==> config.mk <==
export PLATFORM = sky130hd
export DESIGN_NAME = scsi_controller_command_registers_unit_flat
export DESIGN_NICKNAME = d
export VERILOG_FILES = /design/src/rtl/scc_pkg.sv /design/src/rtl/scc_if.sv /design/src/rtl/scc_cmd_decode.sv /design/src/rtl/scsi_controller_command_registers_unit.sv /design/src/flat_wrapper.sv
export SDC_FILE = /design/constraint.sdc
export NUM_CORES = 1
export LEC_CHECK = 0
export BUFFER_PORTS_ARGS = -buffer_cell sky130_fd_sc_hd__buf_4
export CORE_MARGIN = 4
export CORE_UTILIZATION = 55
export DETAILED_ROUTE_END_ITERATION = 6
export PLACE_DENSITY = 0.74
export RECOVER_POWER = 50
export SLEW_MARGIN = 10
export SYNTH_ARGS = -nofsm -noshare
export SYNTH_HDL_FRONTEND = slang
export SYNTH_HIERARCHICAL = 1
export SYNTH_SLANG_ARGS = --single-unit
==> constraint.sdc <==
create_clock -name i_clk -period 5.82 [get_ports i_clk]
set_clock_uncertainty 0.15 [all_clocks]
set_input_delay 1.746 -clock i_clk [delete_from_list [all_inputs] [get_ports i_clk]]
set_output_delay 1.746 -clock i_clk [all_outputs]
set_load 0.01 [all_outputs]
==> src/rtl/scc_pkg.sv <==
`default_nettype none

package scc_pkg;

    // access kinds
    localparam logic [2:0] ACC_REG_READ  = 3'd0;
    localparam logic [2:0] ACC_REG_WRITE = 3'd1;
    localparam logic [2:0] ACC_DMA_LOW   = 3'd2;
    localparam logic [2:0] ACC_DMA_HIGH  = 3'd3;
    localparam logic [2:0] ACC_BUS_RESET = 3'd4;

    // register map
    localparam int          NUM_REGS   = 32;
    localparam logic [4:0] REG_CDB0   = 5'h03;
    localparam logic [4:0] REG_TARGET = 5'h15;
    localparam logic [4:0] REG_STATUS = 5'h17;
    localparam logic [4:0] REG_CMD    = 5'h18;
    localparam logic [4:0] REG_AUX    = 5'h1f;

    localparam logic [7:0] AUX_IRQ = 8'h80;

    // controller commands
    localparam logic [7:0] CMD_RESET  = 8'h00;
    localparam logic [7:0] CMD_SELECT = 8'h08;

    // status codes
    localparam logic [7:0] STS_RESET_DONE = 8'h01;
    localparam logic [7:0] STS_GOOD       = 8'h16;
    localparam logic [7:0] STS_FAIL       = 8'h42;
    localparam logic [7:0] STS_BUS_RESET  = 8'h00;

    // cdb opcodes
    localparam logic [7:0] OP_TEST_UNIT_READY = 8'h00;
    localparam logic [7:0] OP_READ_6          = 8'h08;
    localparam logic [7:0] OP_WRITE_6         = 8'h0a;
    localparam logic [7:0] OP_SEEK_6          = 8'h0b;
    localparam logic [7:0] OP_VENDOR_0D       = 8'h0d;
    localparam logic [7:0] OP_MODE_SENSE      = 8'h1a;
    localparam logic [7:0] OP_READ_10         = 8'h28;

    localparam logic [7:0] PAGE_3 = 8'h03;
    localparam logic [7:0] PAGE_4 = 8'h04;

    // transfer kinds
    localparam logic [2:0] XK_NONE     = 3'd0;
    localparam logic [2:0] XK_TO_MEM   = 3'd1;
    localparam logic [2:0] XK_FROM_MEM = 3'd2;
    localparam logic [2:0] XK_PAGE_3   = 3'd3;
    localparam logic [2:0] XK_PAGE_4   = 3'd4;

    localparam int XFER_ADDR_BITS = 19;
    localparam int CDB_BYTES      = 6;

    typedef logic [CDB_BYTES-1:0][7:0] t_cdb;

    typedef struct packed {
        logic [7:0]                status;
        logic [2:0]                kind;
        logic [31:0]               lba;
        logic [7:0]                sectors;
        logic [XFER_ADDR_BITS-1:0] addr;
    } t_xfer;

endpackage

`default_nettype wire

==> src/rtl/scc_if.sv <==
`default_nettype none

interface scc_req_if;
    logic       valid;
    logic       ready;
    logic [2:0] access_kind;
    logic [4:0] reg_index;
    logic [15:0] write_data;

    modport source(output valid, output access_kind, output reg_index,
                   output write_data, input ready);
    modport sink(input valid, input access_kind, input reg_index,
                 input write_data, output ready);
endinterface

interface scc_rsp_if;
    logic        valid;
    logic        ready;
    logic [7:0]  read_data;
    logic        irq_level;
    logic [2:0]  xfer_kind;
    logic [31:0] xfer_lba;
    logic [7:0]  xfer_sectors;
    logic [18:0] xfer_address;
    logic        cmd_error;

    modport source(output valid, output read_data, output irq_level,
                   output xfer_kind, output xfer_lba, output xfer_sectors,
                   output xfer_address, output cmd_error, input ready);
    modport sink(input valid, input read_data, input irq_level,
                 input xfer_kind, input xfer_lba, input xfer_sectors,
                 input xfer_address, input cmd_error, output ready);
endinterface

`default_nettype wire

==> src/rtl/scc_cmd_decode.sv <==
`default_nettype none

module scc_cmd_decode (
    input  var scc_pkg::t_cdb  i_cdb,
    input  var logic [7:0]     i_target,
    input  var logic [7:0]     i_present,
    input  var logic [scc_pkg::XFER_ADDR_BITS-1:0] i_dma_addr,
    output scc_pkg::t_xfer     o_xfer
);
    import scc_pkg::*;

    logic [2:0] target_id;

    assign target_id = i_target[2:0];

    always_comb begin
        o_xfer         = '0;
        o_xfer.status  = STS_GOOD;
        o_xfer.kind    = XK_NONE;
        if (!i_present[target_id]) begin
            o_xfer.status = STS_FAIL;
        end else begin
            unique case (i_cdb[0]) inside
                OP_TEST_UNIT_READY, OP_SEEK_6, OP_VENDOR_0D: begin
                end
                OP_READ_6, OP_WRITE_6: begin
                    o_xfer.kind    = (i_cdb[0] == OP_READ_6) ? XK_TO_MEM : XK_FROM_MEM;
                    // 21-bit block address
                    o_xfer.lba     = {11'd0, i_cdb[1][4:0], i_cdb[2], i_cdb[3]};
                    o_xfer.sectors = i_cdb[4];
                    o_xfer.addr    = i_dma_addr;
                end
                OP_READ_10: begin
                    // length bytes ignored, always one sector
                    o_xfer.kind    = XK_TO_MEM;
                    o_xfer.lba     = {i_cdb[2], i_cdb[3], i_cdb[4], i_cdb[5]};
                    o_xfer.sectors = 8'd1;
                    o_xfer.addr    = i_dma_addr;
                end
                OP_MODE_SENSE: begin
                    if (i_cdb[2] == PAGE_3 || i_cdb[2] == PAGE_4) begin
                        o_xfer.kind = (i_cdb[2] == PAGE_3) ? XK_PAGE_3 : XK_PAGE_4;
                        o_xfer.addr = i_dma_addr;
                    end
                end
                default: begin
                    o_xfer.status = STS_FAIL;
                end
            endcase
        end
    end

endmodule

`default_nettype wire

==> src/rtl/scsi_controller_command_registers_unit.sv <==
`default_nettype none

// scsi controller register unit: one bus access is taken per transfer on i_req and
// answered by exactly one result transfer on o_rsp. an access is decoded and applied
// to the 32-byte register file, the dma start address and the interrupt line in the
// cycle it is accepted; its result is registered in an output register, so
// the unit sustains one access per clock and keeps accepting while a result is held
// as long as o_rsp.ready drains it. writing the command register with 0 or 8 runs the
// command (8 selects the target in register 0x15 and decodes the cdb held from
// register 0x03) and raises the interrupt; reading the status register 0x17 clears
// the aux interrupt bit and lowers it. present_targets resets to 3 and must be written
// through i_cfg_we / i_cfg_data only while the unit is idle; the unit does not check.
module scsi_controller_command_registers_unit #(
    parameter int DMA_ADDRESS_BITS = 19
) (
    input  var logic       i_clk,
    input  var logic       i_rst_n,
    input  var logic       i_cfg_we,
    input  var logic [7:0] i_cfg_data,
    scc_req_if.sink        i_req,
    scc_rsp_if.source      o_rsp
);
    import scc_pkg::*;

    // architectural state
    logic [7:0]                  r_regs [NUM_REGS];
    logic [7:0]                  n_regs [NUM_REGS];
    logic [DMA_ADDRESS_BITS-1:0] r_dma;
    logic [DMA_ADDRESS_BITS-1:0] n_dma;
    logic                        r_irq;
    logic                        n_irq;
    logic [7:0]                  r_present;

    // result register
    logic                      r_out_valid;
    logic [7:0]                r_read_data;
    logic                      r_irq_level;
    logic [2:0]                r_xfer_kind;
    logic [31:0]               r_xfer_lba;
    logic [7:0]                r_xfer_sectors;
    logic [XFER_ADDR_BITS-1:0] r_xfer_address;
    logic                      r_cmd_error;

    logic                      n_read_data_en;
    logic [7:0]                n_read_data;
    logic                      n_cmd_error;
    t_xfer                     n_xfer;

    logic       accept;
    logic [31:0] dma_ext;
    t_cdb       cdb;
    t_xfer      dec_xfer;

    // take a new access whenever the result slot is empty or being drained
    assign i_req.ready = !r_out_valid || o_rsp.ready;
    assign accept      = i_req.valid && i_req.ready;

    assign dma_ext = 32'(r_dma);

    always_comb begin
        for (int b = 0; b < CDB_BYTES; b++) begin
            cdb[b] = r_regs[REG_CDB0 + 5'(b)];
        end
    end

    scc_cmd_decode u_decode (
        .i_cdb      (cdb),
        .i_target   (r_regs[REG_TARGET]),
        .i_present  (r_present),
        .i_dma_addr (XFER_ADDR_BITS'(dma_ext)),
        .o_xfer     (dec_xfer)
    );

    // next state and result for the access on the request channel
    always_comb begin
        n_regs         = r_regs;
        n_dma          = r_dma;
        n_irq          = r_irq;
        n_read_data_en = 1'b0;
        n_read_data    = 8'd0;
        n_cmd_error    = 1'b0;
        n_xfer         = '0;
        unique case (i_req.access_kind)
            ACC_REG_READ: begin
                n_read_data_en = 1'b1;
                n_read_data    = r_regs[i_req.reg_index];
                if (i_req.reg_index == REG_STATUS) begin
                    n_regs[REG_AUX] = r_regs[REG_AUX] & ~AUX_IRQ;
                    n_irq           = 1'b0;
                end
            end
            ACC_REG_WRITE: begin
                // upper byte of the data is ignored
                n_regs[i_req.reg_index] = i_req.write_data[7:0];
                if (i_req.reg_index == REG_CMD) begin
                    if (i_req.write_data[7:0] == CMD_RESET) begin
                        n_regs[REG_STATUS] = STS_RESET_DONE;
                        n_regs[REG_AUX]    = r_regs[REG_AUX] | AUX_IRQ;
                        n_irq              = 1'b1;
                    end else if (i_req.write_data[7:0] == CMD_SELECT) begin
                        n_regs[REG_STATUS] = dec_xfer.status;
                        n_regs[REG_AUX]    = r_regs[REG_AUX] | AUX_IRQ;
                        n_irq              = 1'b1;
                        n_xfer             = dec_xfer;
                    end else begin
                        // unsupported command: byte kept, nothing else moves
                        n_cmd_error = 1'b1;
                    end
                end
            end
            ACC_DMA_LOW: begin
                n_dma = DMA_ADDRESS_BITS'({dma_ext[31:16], i_req.write_data});
            end
            ACC_DMA_HIGH: begin
                n_dma = DMA_ADDRESS_BITS'({i_req.write_data, dma_ext[15:0]});
            end
            ACC_BUS_RESET: begin
                n_regs[REG_STATUS] = STS_BUS_RESET;
                n_regs[REG_AUX]    = r_regs[REG_AUX] | AUX_IRQ;
                n_irq              = 1'b1;
            end
            default: begin
                // unused access kinds leave everything alone
            end
        endcase
    end

    // control and architectural state
    always_ff @(posedge i_clk) begin
        if (!i_rst_n) begin
            for (int i = 0; i < NUM_REGS; i++) begin
                r_regs[i] <= 8'd0;
            end
            r_dma       <= '0;
            r_irq       <= 1'b0;
            r_present   <= 8'd3;
            r_out_valid <= 1'b0;
        end else begin
            if (i_cfg_we) begin
                r_present <= i_cfg_data;
            end
            if (accept) begin
                r_regs      <= n_regs;
                r_dma       <= n_dma;
                r_irq       <= n_irq;
                r_out_valid <= 1'b1;
            end else if (o_rsp.ready) begin
                r_out_valid <= 1'b0;
            end
        end
    end

    // result payload
    always_ff @(posedge i_clk) begin
        if (accept) begin
            r_read_data    <= n_read_data_en ? n_read_data : 8'd0;
            r_irq_level    <= n_irq;
            r_xfer_kind    <= n_xfer.kind;
            r_xfer_lba     <= n_xfer.lba;
            r_xfer_sectors <= n_xfer.sectors;
            r_xfer_address <= n_xfer.addr;
            r_cmd_error    <= n_cmd_error;
        end
    end

    assign o_rsp.valid        = r_out_valid;
    assign o_rsp.read_data    = r_read_data;
    assign o_rsp.irq_level    = r_irq_level;
    assign o_rsp.xfer_kind    = r_xfer_kind;
    assign o_rsp.xfer_lba     = r_xfer_lba;
    assign o_rsp.xfer_sectors = r_xfer_sectors;
    assign o_rsp.xfer_address = r_xfer_address;
    assign o_rsp.cmd_error    = r_cmd_error;

endmodule

`default_nettype wire
==> src/flat_wrapper.sv <==
// flat-port wrapper written by rule: the top's interface ports become plain ports
module scsi_controller_command_registers_unit_flat import scc_pkg::*;
#(
    parameter int DMA_ADDRESS_BITS = 19
)
  (i_clk, i_rst_n, i_cfg_we, i_cfg_data, i_req_valid, i_req_access_kind, i_req_reg_index, i_req_write_data, i_req_ready, o_rsp_valid, o_rsp_read_data, o_rsp_irq_level, o_rsp_xfer_kind, o_rsp_xfer_lba, o_rsp_xfer_sectors, o_rsp_xfer_address, o_rsp_cmd_error, o_rsp_ready);
  scc_req_if i_req_i ();
  scc_rsp_if o_rsp_i ();
  input  var logic i_clk;
  input  var logic i_rst_n;
  input  var logic i_cfg_we;
  input  var logic [7:0] i_cfg_data;
  input wire logic [$bits(i_req_i.valid)-1:0] i_req_valid;
  input wire logic [$bits(i_req_i.access_kind)-1:0] i_req_access_kind;
  input wire logic [$bits(i_req_i.reg_index)-1:0] i_req_reg_index;
  input wire logic [$bits(i_req_i.write_data)-1:0] i_req_write_data;
  output wire logic [$bits(i_req_i.ready)-1:0] i_req_ready;
  output wire logic [$bits(o_rsp_i.valid)-1:0] o_rsp_valid;
  output wire logic [$bits(o_rsp_i.read_data)-1:0] o_rsp_read_data;
  output wire logic [$bits(o_rsp_i.irq_level)-1:0] o_rsp_irq_level;
  output wire logic [$bits(o_rsp_i.xfer_kind)-1:0] o_rsp_xfer_kind;
  output wire logic [$bits(o_rsp_i.xfer_lba)-1:0] o_rsp_xfer_lba;
  output wire logic [$bits(o_rsp_i.xfer_sectors)-1:0] o_rsp_xfer_sectors;
  output wire logic [$bits(o_rsp_i.xfer_address)-1:0] o_rsp_xfer_address;
  output wire logic [$bits(o_rsp_i.cmd_error)-1:0] o_rsp_cmd_error;
  input wire logic [$bits(o_rsp_i.ready)-1:0] o_rsp_ready;
  assign i_req_i.valid = i_req_valid;
  assign i_req_i.access_kind = i_req_access_kind;
  assign i_req_i.reg_index = i_req_reg_index;
  assign i_req_i.write_data = i_req_write_data;
  assign i_req_ready = i_req_i.ready;
  assign o_rsp_valid = o_rsp_i.valid;
  assign o_rsp_read_data = o_rsp_i.read_data;
  assign o_rsp_irq_level = o_rsp_i.irq_level;
  assign o_rsp_xfer_kind = o_rsp_i.xfer_kind;
  assign o_rsp_xfer_lba = o_rsp_i.xfer_lba;
  assign o_rsp_xfer_sectors = o_rsp_i.xfer_sectors;
  assign o_rsp_xfer_address = o_rsp_i.xfer_address;
  assign o_rsp_cmd_error = o_rsp_i.cmd_error;
  assign o_rsp_i.ready = o_rsp_ready;
  scsi_controller_command_registers_unit #(.DMA_ADDRESS_BITS(DMA_ADDRESS_BITS)) u_core (.i_clk(i_clk), .i_rst_n(i_rst_n), .i_cfg_we(i_cfg_we), .i_cfg_data(i_cfg_data), .i_req(i_req_i), .o_rsp(o_rsp_i));
endmodule
== Yosys cells after proc, flatten, opt, wreduce, memory -nomap -nowiden ==
Cells that the tools add are included.

* Bits in registers: 357
* Memory bits (read-only): 0
* Output and inout port bits: 74
* Bits of input ports: 37
* Latch bits: 0
* Memories kept: 0
* Memory bits (writable): 0
* Word-level logic and storage cells: 134

* Add/sub/neg operators: 0
* Reduce and logical (&&, ||, !) cells: 23
* Equality and inequality tests: 18
* Bitwise gates (word level): 9
* Divide/modulo/power cells: 0
* Multipliers: 0
* Shifts and indexed selects: 0
* Mux-type cells: 36
* Order comparisons: 3

{| class="wikitable"
|+ Operators with widths
! kind !! count
|-
| bitwise mux 256 bit || 1
|-
| 2-to-1 mux 8 bit || 11
|-
| case mux 40 bit (2 select lines) || 1
|-
| case mux 19 bit (2 select lines) || 2
|-
| binary-select mux 8 bit (select 5 bit) || 1
|-
| demux 8 bit (select 5 bit) || 1
|-
| equality test 8 x 4 -> 1 bit (second input constant) || 5
|-
| case mux 8 bit (3 select lines) || 1
|-
| 2-to-1 mux 19 bit || 1
|-
| logical NOT 8 bit || 2
|-
| case mux 8 bit (2 select lines) || 1
|-
| equality test 5 bit (second input constant) || 2
|-
| 2-to-1 mux 1 bit || 9
|-
| case mux 3 bit (3 select lines) || 1
|-
| AND reduction 3 bit || 3
|-
| equality test 8 x 2 -> 1 bit (second input constant) || 1
|-
| equality test 8 x 3 -> 1 bit (second input constant) || 1
|-
| equality test 8 x 5 -> 1 bit (second input constant) || 1
|-
| equality test 8 x 6 -> 1 bit (second input constant) || 1
|-
| inverter 1 bit || 8
|-
| 2-to-1 mux 7 bit || 1
|-
| OR reduction 7 bit || 1
|-
| equality test 3 x 2 -> 1 bit (second input constant) || 2
|-
| >= comparator 6 bit (second input constant) || 1
|-
| 22 further kinds || 30
|}

== Logic depth before layout (Yosys ltp) ==
Gate-level depths: netlist (run 1).

* Depth in word-level cells: 10
* Gate-level depth with buffers: 9
* Depth with buffers taken out: 6

== Cells and area by module ==
The synthesis (run 1) kept the hierarchy.

{| class="wikitable"
|+ By module, submodules not included
! module !! area each (µm²) !! cells an instance !! sequential area each (µm²) !! times used
|-
| scsi_controller_command_registers_unit || 15,348.5 || 1,608 || 7,867.5 || 1
|-
| scc_cmd_decode || 972.2 || 146 || 0.0 || 1
|}

== Worst setup path before layout (run 1) ==
No wires, ideal clock.

* Path kind: input port to flip-flop
* From: in o_rsp_ready
* To: reg u_core.r_dma[5]
* Required time: 5.600 ns
* Library setup time: 0.070 ns
* Stages: 9
* Arrival time: 4.633 ns
* Path slack: 0.966 ns
* Path buffers: 3
* Cells stage by stage: nand2b_1 -> buf_2 -> nand2_1 -> inv_1 -> and3_1 -> clkbuf_1 -> clkbuf_1 -> nand3_1 -> a21oi_1

* Longest elaborated chain between the ends: 3

{| class="wikitable"
|+ RTL lines
! element !! RTL line !! source
|-
| start: declaration || flat_wrapper.sv:26 || <nowiki>input wire logic [$bits(o_rsp_i.ready)-1:0] o_rsp_ready;</nowiki>
|-
| logical OR 1 bit || scsi_controller_command_registers_unit.sv:55 || <nowiki>assign i_req.ready = !r_out_valid || o_rsp.ready;</nowiki>
|-
| named net i_req_ready || flat_wrapper.sv:17 || <nowiki>output wire logic [$bits(i_req_i.ready)-1:0] i_req_ready;</nowiki>
|-
| logical AND 1 bit || scsi_controller_command_registers_unit.sv:56 || <nowiki>assign accept = i_req.valid && i_req.ready;</nowiki>
|-
| named net u_core.accept || scsi_controller_command_registers_unit.sv:49 || <nowiki>logic accept;</nowiki>
|-
| AND reduction 3 bit (no line) || - ||
|-
| end signal: assignment || scsi_controller_command_registers_unit.sv:144 || <nowiki>r_dma <= n_dma;</nowiki>
|-
| end: declaration || scsi_controller_command_registers_unit.sv:28 || <nowiki>logic [DMA_ADDRESS_BITS-1:0] r_dma;</nowiki>
|}

The timed path passes the listed nets, and every way through them passes these cells.
A chain may end at the register's enable or synchronous reset.

== Worst setup path in the final report (run 1) ==
* From: in i_req_reg_index[4]
* To: reg u_core/r_regs[22] (netlist name)

* Longest elaborated chain between the ends: 6
* Elaborated cells between the ends (all ways): 7
* Classes of those cells: order compare (2); mux (3); bitwise (1); reduce/logical (1)

{| class="wikitable"
|+ RTL lines
! element !! RTL line !! source
|-
| start: declaration || flat_wrapper.sv:15 || <nowiki>input wire logic [$bits(i_req_i.reg_index)-1:0] i_req_reg_index;</nowiki>
|-
| inverter 5 -> 6 bit (not written as such) * || scsi_controller_command_registers_unit.sv:94 || <nowiki>n_regs[i_req.reg_index] = i_req.write_data[7:0];</nowiki>
|-
| >= comparator 6 bit (not written as such) / less-than comparator 6 x 1 -> 1 bit (equally long branches) || scsi_controller_command_registers_unit.sv:94 ||
|-
| logical AND 1 bit (not written as such) || scsi_controller_command_registers_unit.sv:94 ||
|-
| 2-to-1 mux 8 bit (not written as such) || scsi_controller_command_registers_unit.sv:94 ||
|-
| demux 8 bit (select 5 bit) * || scsi_controller_command_registers_unit.sv:94 ||
|-
| bitwise mux 256 bit * || scsi_controller_command_registers_unit.sv:94 ||
|-
| end signal: assignment || scsi_controller_command_registers_unit.sv:143 || <nowiki>r_regs <= n_regs;</nowiki>
|-
| end: declaration || scsi_controller_command_registers_unit.sv:26 || <nowiki>logic [7:0] r_regs [NUM_REGS];</nowiki>
|}

Mark *: on every way between the ends. The rest lies on a longest branch, timed or not.

==> metrics.csv, run 1 <==
stage,metric,value,unit
die,dieWidth,180,microns
timing,fin_ws,0.959,ns
global_routing,grt_max_degree,86,
routing,drt_iter0_markers,1848,
timing,setup_viol_count_final,0,
critical_path,cp_top_family,simple AND/OR/NAND/NOR gates,
synth,synth_edf_count,72,
synth,synth_flop_cell,dfxtp_1,
place,dp_hpwl,32200,microns
timing,max-slew-margin-rel,-40.9,%
die,die_height,180,microns
timing,worst_pin_slew,2.11,ns
power_and_ir_drop,p_leak,6.53,nW
outcome,violations,"max-capacitance violations, max-slew violations",
critical_path,crit_buf_inv,1,
global_routing,track_usage,29.7,%
synth,yosysSeqAreaShare,48.2,%
critical_path,path_cells,"clkbuf_1, nand3_1, nor2_1, nand2_1, a21oi_1",
hold_path,min_from,u_core/r_dma[3]$_SDFFE_PN0P_,
synth,yosysTopAreaCellShare,35.0,%
clock_network,clkLatencyLatePin,0.52,ns
clock_network,htree_levels,2,
clock_network,clk_path_buf_depth,3,
place,place.gp.congestion,0.942,
clock_network,cts_tree,yes,
routing,drt-total-wl,50400,microns
routing,drcViolationCount,0,
critical_path,crit_path_top_delay_cell,nand3_1,
synth,async_flop_share,0,%
synth,post-synth-top-area-cell,dfxtp_1,
synth,yosysMostFrequentCell,dfxtp_1,
clock_network,root_buffer,clkbuf_16,
critical_path,start_kind,primary input,
critical_path,max_stage_delay,1.13,ns
synth,synth_cells,1754,
synth,synth_area_leaders,"dfxtp_1 (35%), mux2i_1 (16%), edfxtp_1 (13%)",
timing,period_minus_slack,4.86,ns
place,portBuffers,110,
synth,ys_ff_latch,357,
synth,synth_top_cells_by_count,"dfxtp_1 (285), nand2_1 (282), mux2i_1 (268)",
routing,firstDrtPassIters,7,
power_and_ir_drop,total_power,0.00515,W
die,start_util,56.3,%
routing,wl_per_cell,23.1,microns
timing,tns,0,ns
outcome,status,"complete, but fails checks",
global_routing,grt_busiest_layer,met2,
clock_network,cts_resized,0,
die,core,29000,sq um
global_routing,grt_pass1_wl,76900,microns
timing,whs,0.296,ns
final_layout,drive_above_1_share,7.33,%
routing,drtAntennaViolNets,0,
timing,finalCritPeriodShare,83.5,%
timing,rsz0062_at_grt,no,
critical_path,crit_type,in -> reg,
power_and_ir_drop,cellPowerDensity,286,nW/um^2
global_routing,gr-usage-met1,40.4,%
synth,synth_area,16300,sq um
critical_path,startpoint,i_req_reg_index[4],
critical_path,worstPathArrival,5.14,ns
timing,slew_viol_final,158,
global_routing,grt_pass1_vias,12927,
clock_network,cts_buffers,37,
job,maxCapViolations,3,
synth,yosysUniqueCellTypes,59,
global_routing,antenna_found_initial,0,
timing,fmax,206,MHz
final_layout,diodes,0,
global_routing,grt_overflow,0,
hold_path,hp-class,reg -> reg,
critical_path,required,6.10,ns
die,ioPinCount,111,
die,row_count,62,
global_routing,grt_use_met2,46.5,%
global_routing,grt.met3_usage,5.59,%
clock_network,cts.sinks,357,
final_layout,finish.net_count,1809,
critical_path,end_kind,flop,
critical_path,reg2reg_from,u_core/o_rsp.valid$_SDFFE_PN0P_,
place,pre_cts_slack,1.35,ns
routing,via_count,13676,
synth,avgSynthCellArea,9.30,sq um
final_layout,syn_to_final_growth,10.4,%
clock_network,post_cts_buffers,0,
routing,vias_per_cell,6.26,
synth,yosys_warnings,6,
clock_network,clk_pin_slew,0.06,ns
timing,hold_violations,0,
critical_path,crit_fanout,29,
clock_network,cts_hold_buffers,0,
die,dieArea,32500,sq um
power_and_ir_drop,ir_drop,0.176,mV
-- report_power, final --
part	total, W	switching, W	internal, W
clock	0.00228	0.000965	0.00132
sequential	0.00257	0.0000129	0.00255
combinational	0.000296	0.000224	0.0000720
-- cells in the final DEF, fill, tap and decap left out, drive strengths merged, types with 6 or more instances in the layout --
| master | Yosys | routed |
|---|---|---|
| nor3b | 17 | 17 |
| inv | 6 | 6 |
| nand3b | 9 | 9 |
| dfxtp | 285 | 285 |
| mux2i | 269 | 269 |
| nand2 | 282 | 282 |
| buf | 47 | 46 |
| and2 | 82 | 82 |
| edfxtp | 72 | 72 |
| nor3 | 15 | 15 |
| o21ai | 121 | 121 |
| nor2 | 96 | 96 |
| clkinv | 0 | 15 |
| clkbuf | 101 | 128 |
| a22oi | 27 | 27 |
| nand2b | 6 | 6 |
| nand4 | 6 | 6 |
| a31oi | 10 | 10 |
| nor4 | 12 | 12 |
| nand3 | 39 | 39 |
| a21oi | 135 | 135 |
| o22ai | 66 | 66 |
-- cells by family (layout without fill, tap and decap cells) --
logic type	Yosys count	count (layout)	share of synthesized area [%]
flip-flops	357	357	48.2
AND/OR/NAND/NOR	598	598	18.2
other	2	5	0.0460
XOR/XNOR	1	1	0.0537
AO/OA/AOI/OAI	370	370	12.7
multiplexers	272	272	16.9
buffers and inverters	154	197	3.97
-- through the flow --
stage | cells | utilization, % | cell area (sq um)
after floorplan | 1757 | - | 16300
after global placement | 2117 | 59.1 | 17200
after detailed placement | 2117 | 59.1 | 17200
after CTS | 2184 | 63.1 | 18300
after global routing | 2184 | 62.1 | 18000
final | 2184 | 62.1 | 18000
-- routing by layer --
metal | part of all wire, % | wire length (microns) | up-vias
li1 | - | - | 6209
met1 | 40 | 20200 | 6527
met2 | 45 | 22700 | 778
met3 | 10 | 5060 | 162
met4 | 4.8 | 2430 | 0
met5 | 0 | 0 | -
-- area by class of cell --
cell class	instances	area [sq um]
clock inverters	17	143
fillers	2501	11000
flip-flops and latches	357	7870
inverters	6	26.3
clock buffers	50	1020
multi-input cells	1246	7830
repair buffers	124	647
well taps	384	480
-- worst reg2reg max path: stages, from the launching register on --
cell and delay, ns:
dfxtp_1 0.31, nand2b_1 0.26, nand2_1 0.20, clkinv_2 0.48
clkbuf_1 1.58
-- sequential cells by signal (all words and copies together) (netlist names) --
register / cells
u_core/o_rsp.irq_level: 1
u_core/o_rsp.read_data: 8
u_core/cdb: 48
u_core/r_regs: 208
u_core/o_rsp.xfer_lba: 32
u_core/o_rsp.xfer_kind: 3
u_core/o_rsp.valid: 1
u_core/r_dma: 19
u_core/o_rsp.xfer_sectors: 8
u_core/o_rsp.cmd_error: 1
u_core/r_present: 8
u_core/r_irq: 1
u_core/o_rsp.xfer_address: 19
-- final timing paths --
| path | endpoint | slack (ns) | cells past startpoint |
|---|---|---|---|
| setup / recovery | u_core/r_regs[22]$_SDFFE_PN0P_ | 0.96 | 5 |
| hold / removal | u_core/r_dma[3]$_SDFFE_PN0P_ | 0.30 | 2 |
| setup reg to reg | u_core/o_rsp.xfer_address[17]$_SDFFCE_PP0P_ | 2.38 | 4 |
| hold reg to reg | u_core/r_dma[3]$_SDFFE_PN0P_ | 0.30 | 2 |
Power figures use the tool's default switching activity.
==> run 2, diff against run 1 <==
- PLACE_DENSITY: 0.74 -> 0.76
- clock period: 5.82 -> 4.2 ns (I/O delays scaled with it)
==> metrics.csv, run 2 (same netlist as run 1, synthesis figures left out) <==
stage,metric,value,unit
routing,drcViolationCount,0,
die,start_util,56.3,%
timing,rsz0062_at_grt,no,
place,place.gp.congestion,0.995,
outcome,status,"complete, but fails checks",
hold_path,hp-class,reg -> reg,
clock_network,root_buffer,clkbuf_16,
power_and_ir_drop,total_power,0.00747,W
clock_network,cts_buffers,39,
routing,via_count,13967,
job,maxCapViolations,1,
routing,vias_per_cell,6.33,
routing,drt_iter0_markers,1996,
timing,hold_violations,0,
timing,fmax,284,MHz
clock_network,cts_hold_buffers,0,
timing,period_minus_slack,3.52,ns
power_and_ir_drop,ir_drop,0.228,mV
routing,drt-total-wl,52300,microns
outcome,violations,"max-capacitance violations, max-slew violations",
global_routing,grt_overflow,0,
timing,setup_viol_count_final,0,
final_layout,finish.net_count,1830,
final_layout,syn_to_final_growth,12.3,%
final_layout,final_common_cell,dfxtp_1,
die,dieArea,32500,sq um
timing,tns,0,ns
global_routing,grt_pass1_vias,13077,
timing,finalCritPeriodShare,83.9,%
global_routing,grt_max_degree,68,
global_routing,grt_pass1_wl,78200,microns
power_and_ir_drop,cellPowerDensity,407,nW/um^2
die,core,29000,sq um
final_layout,drive_above_1_share,8.50,%
critical_path,crit_type,in -> reg,
critical_path,end_kind,flop,
routing,firstDrtPassIters,6,
critical_path,required,3.99,ns
die,dieWidth,180,microns
timing,max-slew-margin-rel,-5.05,%
clock_network,post_cts_buffers,0,
die,ioPinCount,111,
final_layout,largest_register_ffs,208,
final_layout,fin_area,18300,sq um
clock_network,cts_resized,0,
die,die_height,180,microns
critical_path,worstPathArrival,3.32,ns
clock_network,cts.sinks,357,
critical_path,crit_fanout,64,
clock_network,clk_path_buf_depth,3,
final_layout,top_register,u_core/r_regs,
place,dp_hpwl,33400,microns
die,row_count,62,
global_routing,track_usage,30.6,%
power_and_ir_drop,p_leak,6.69,nW
critical_path,start_kind,primary input,
timing,worst_pin_slew,1.58,ns
clock_network,cts_tree,yes,
place,portBuffers,110,
final_layout,diodes,0,
clock_network,clkLatencyLatePin,0.53,ns
global_routing,antenna_found_initial,1,
place,dpl-instance-area,17400,sq um
routing,wl_per_cell,23.7,microns
routing,drtAntennaViolNets,0,
final_layout,layout_common_cells,"dfxtp_1 (285), nand2_1 (282), mux2i_1 (268), a21oi_1 (135), o21ai_0 (121)",
clock_network,htree_levels,2,
clock_network,clk_pin_slew,0.06,ns
timing,slew_viol_final,65,
## run 2: cell count changes in the layout (fill, tap and decap cells not counted), sizes merged
cell      change
clkbuf       +14
clkinvlp      +3
buf          +19
inv           -1
clkinv       -12
## run 2: power by group
group	internal, W	switching [W]
combinational	0.000109	0.000320
clock	0.00210	0.00138
sequential	0.00354	0.0000165
## run 2: routing by layer
metal / share of wire (%) / track usage, % / vias up
met5: 0.021 / 0 / -
met3: 11 / 6.72 / 182
met2: 45 / 47.3 / 904
li1: - / - / 6250
met1: 39 / 41.1 / 6629
met4: 5.0 / 14.2 / 2
## run 2: area by class of cell
class	count	area, sq um
flip-flops and latches	357	7870
repair buffers	143	841
multi-input cells	1246	7800
clock buffers	64	1210
well taps	384	480
inverters	6	28.8
fillers	2479	10700
clock inverters	7	90.1
## run 2: worst max-delay path, stage by stage
cell        delay [ns]
clkbuf_4          0.10
nand2b_1          0.23
nand2_1           0.26
clkinvlp_4        0.44
clkbuf_2          0.96
## run 2: final timing paths
path,from,end,slack [ns],depth (start not counted)
worst max-delay path,o_rsp_ready,u_core/o_rsp.xfer_address[17]$_SDFFCE_PP0P_,0.68,5
worst min-delay path,u_core/r_dma[15]$_SDFFE_PN0P_,u_core/r_dma[15]$_SDFFE_PN0P_,0.31,2
worst max register to register,u_core/o_rsp.valid$_SDFFE_PN0P_,u_core/o_rsp.xfer_address[17]$_SDFFCE_PP0P_,1.26,4
worst min register to register,u_core/r_dma[15]$_SDFFE_PN0P_,u_core/r_dma[15]$_SDFFE_PN0P_,0.31,2
## run 2: stage by stage
stage / setup slack (ns) / utilization, % / std cells / hold slack, ns
2_1_floorplan: 0.285 / - / 1757 / 0.277
3_3_place_gp: 0.616 / 59.8 / 2136 / 0.283
3_5_place_dp: 0.532 / 59.8 / 2136 / 0.294
4_1_cts: 0.964 / 64.3 / 2207 / 0.302
5_1_grt: 0.485 / 63.2 / 2207 / 0.321
6_report: 0.675 / 63.2 / 2207 / 0.306
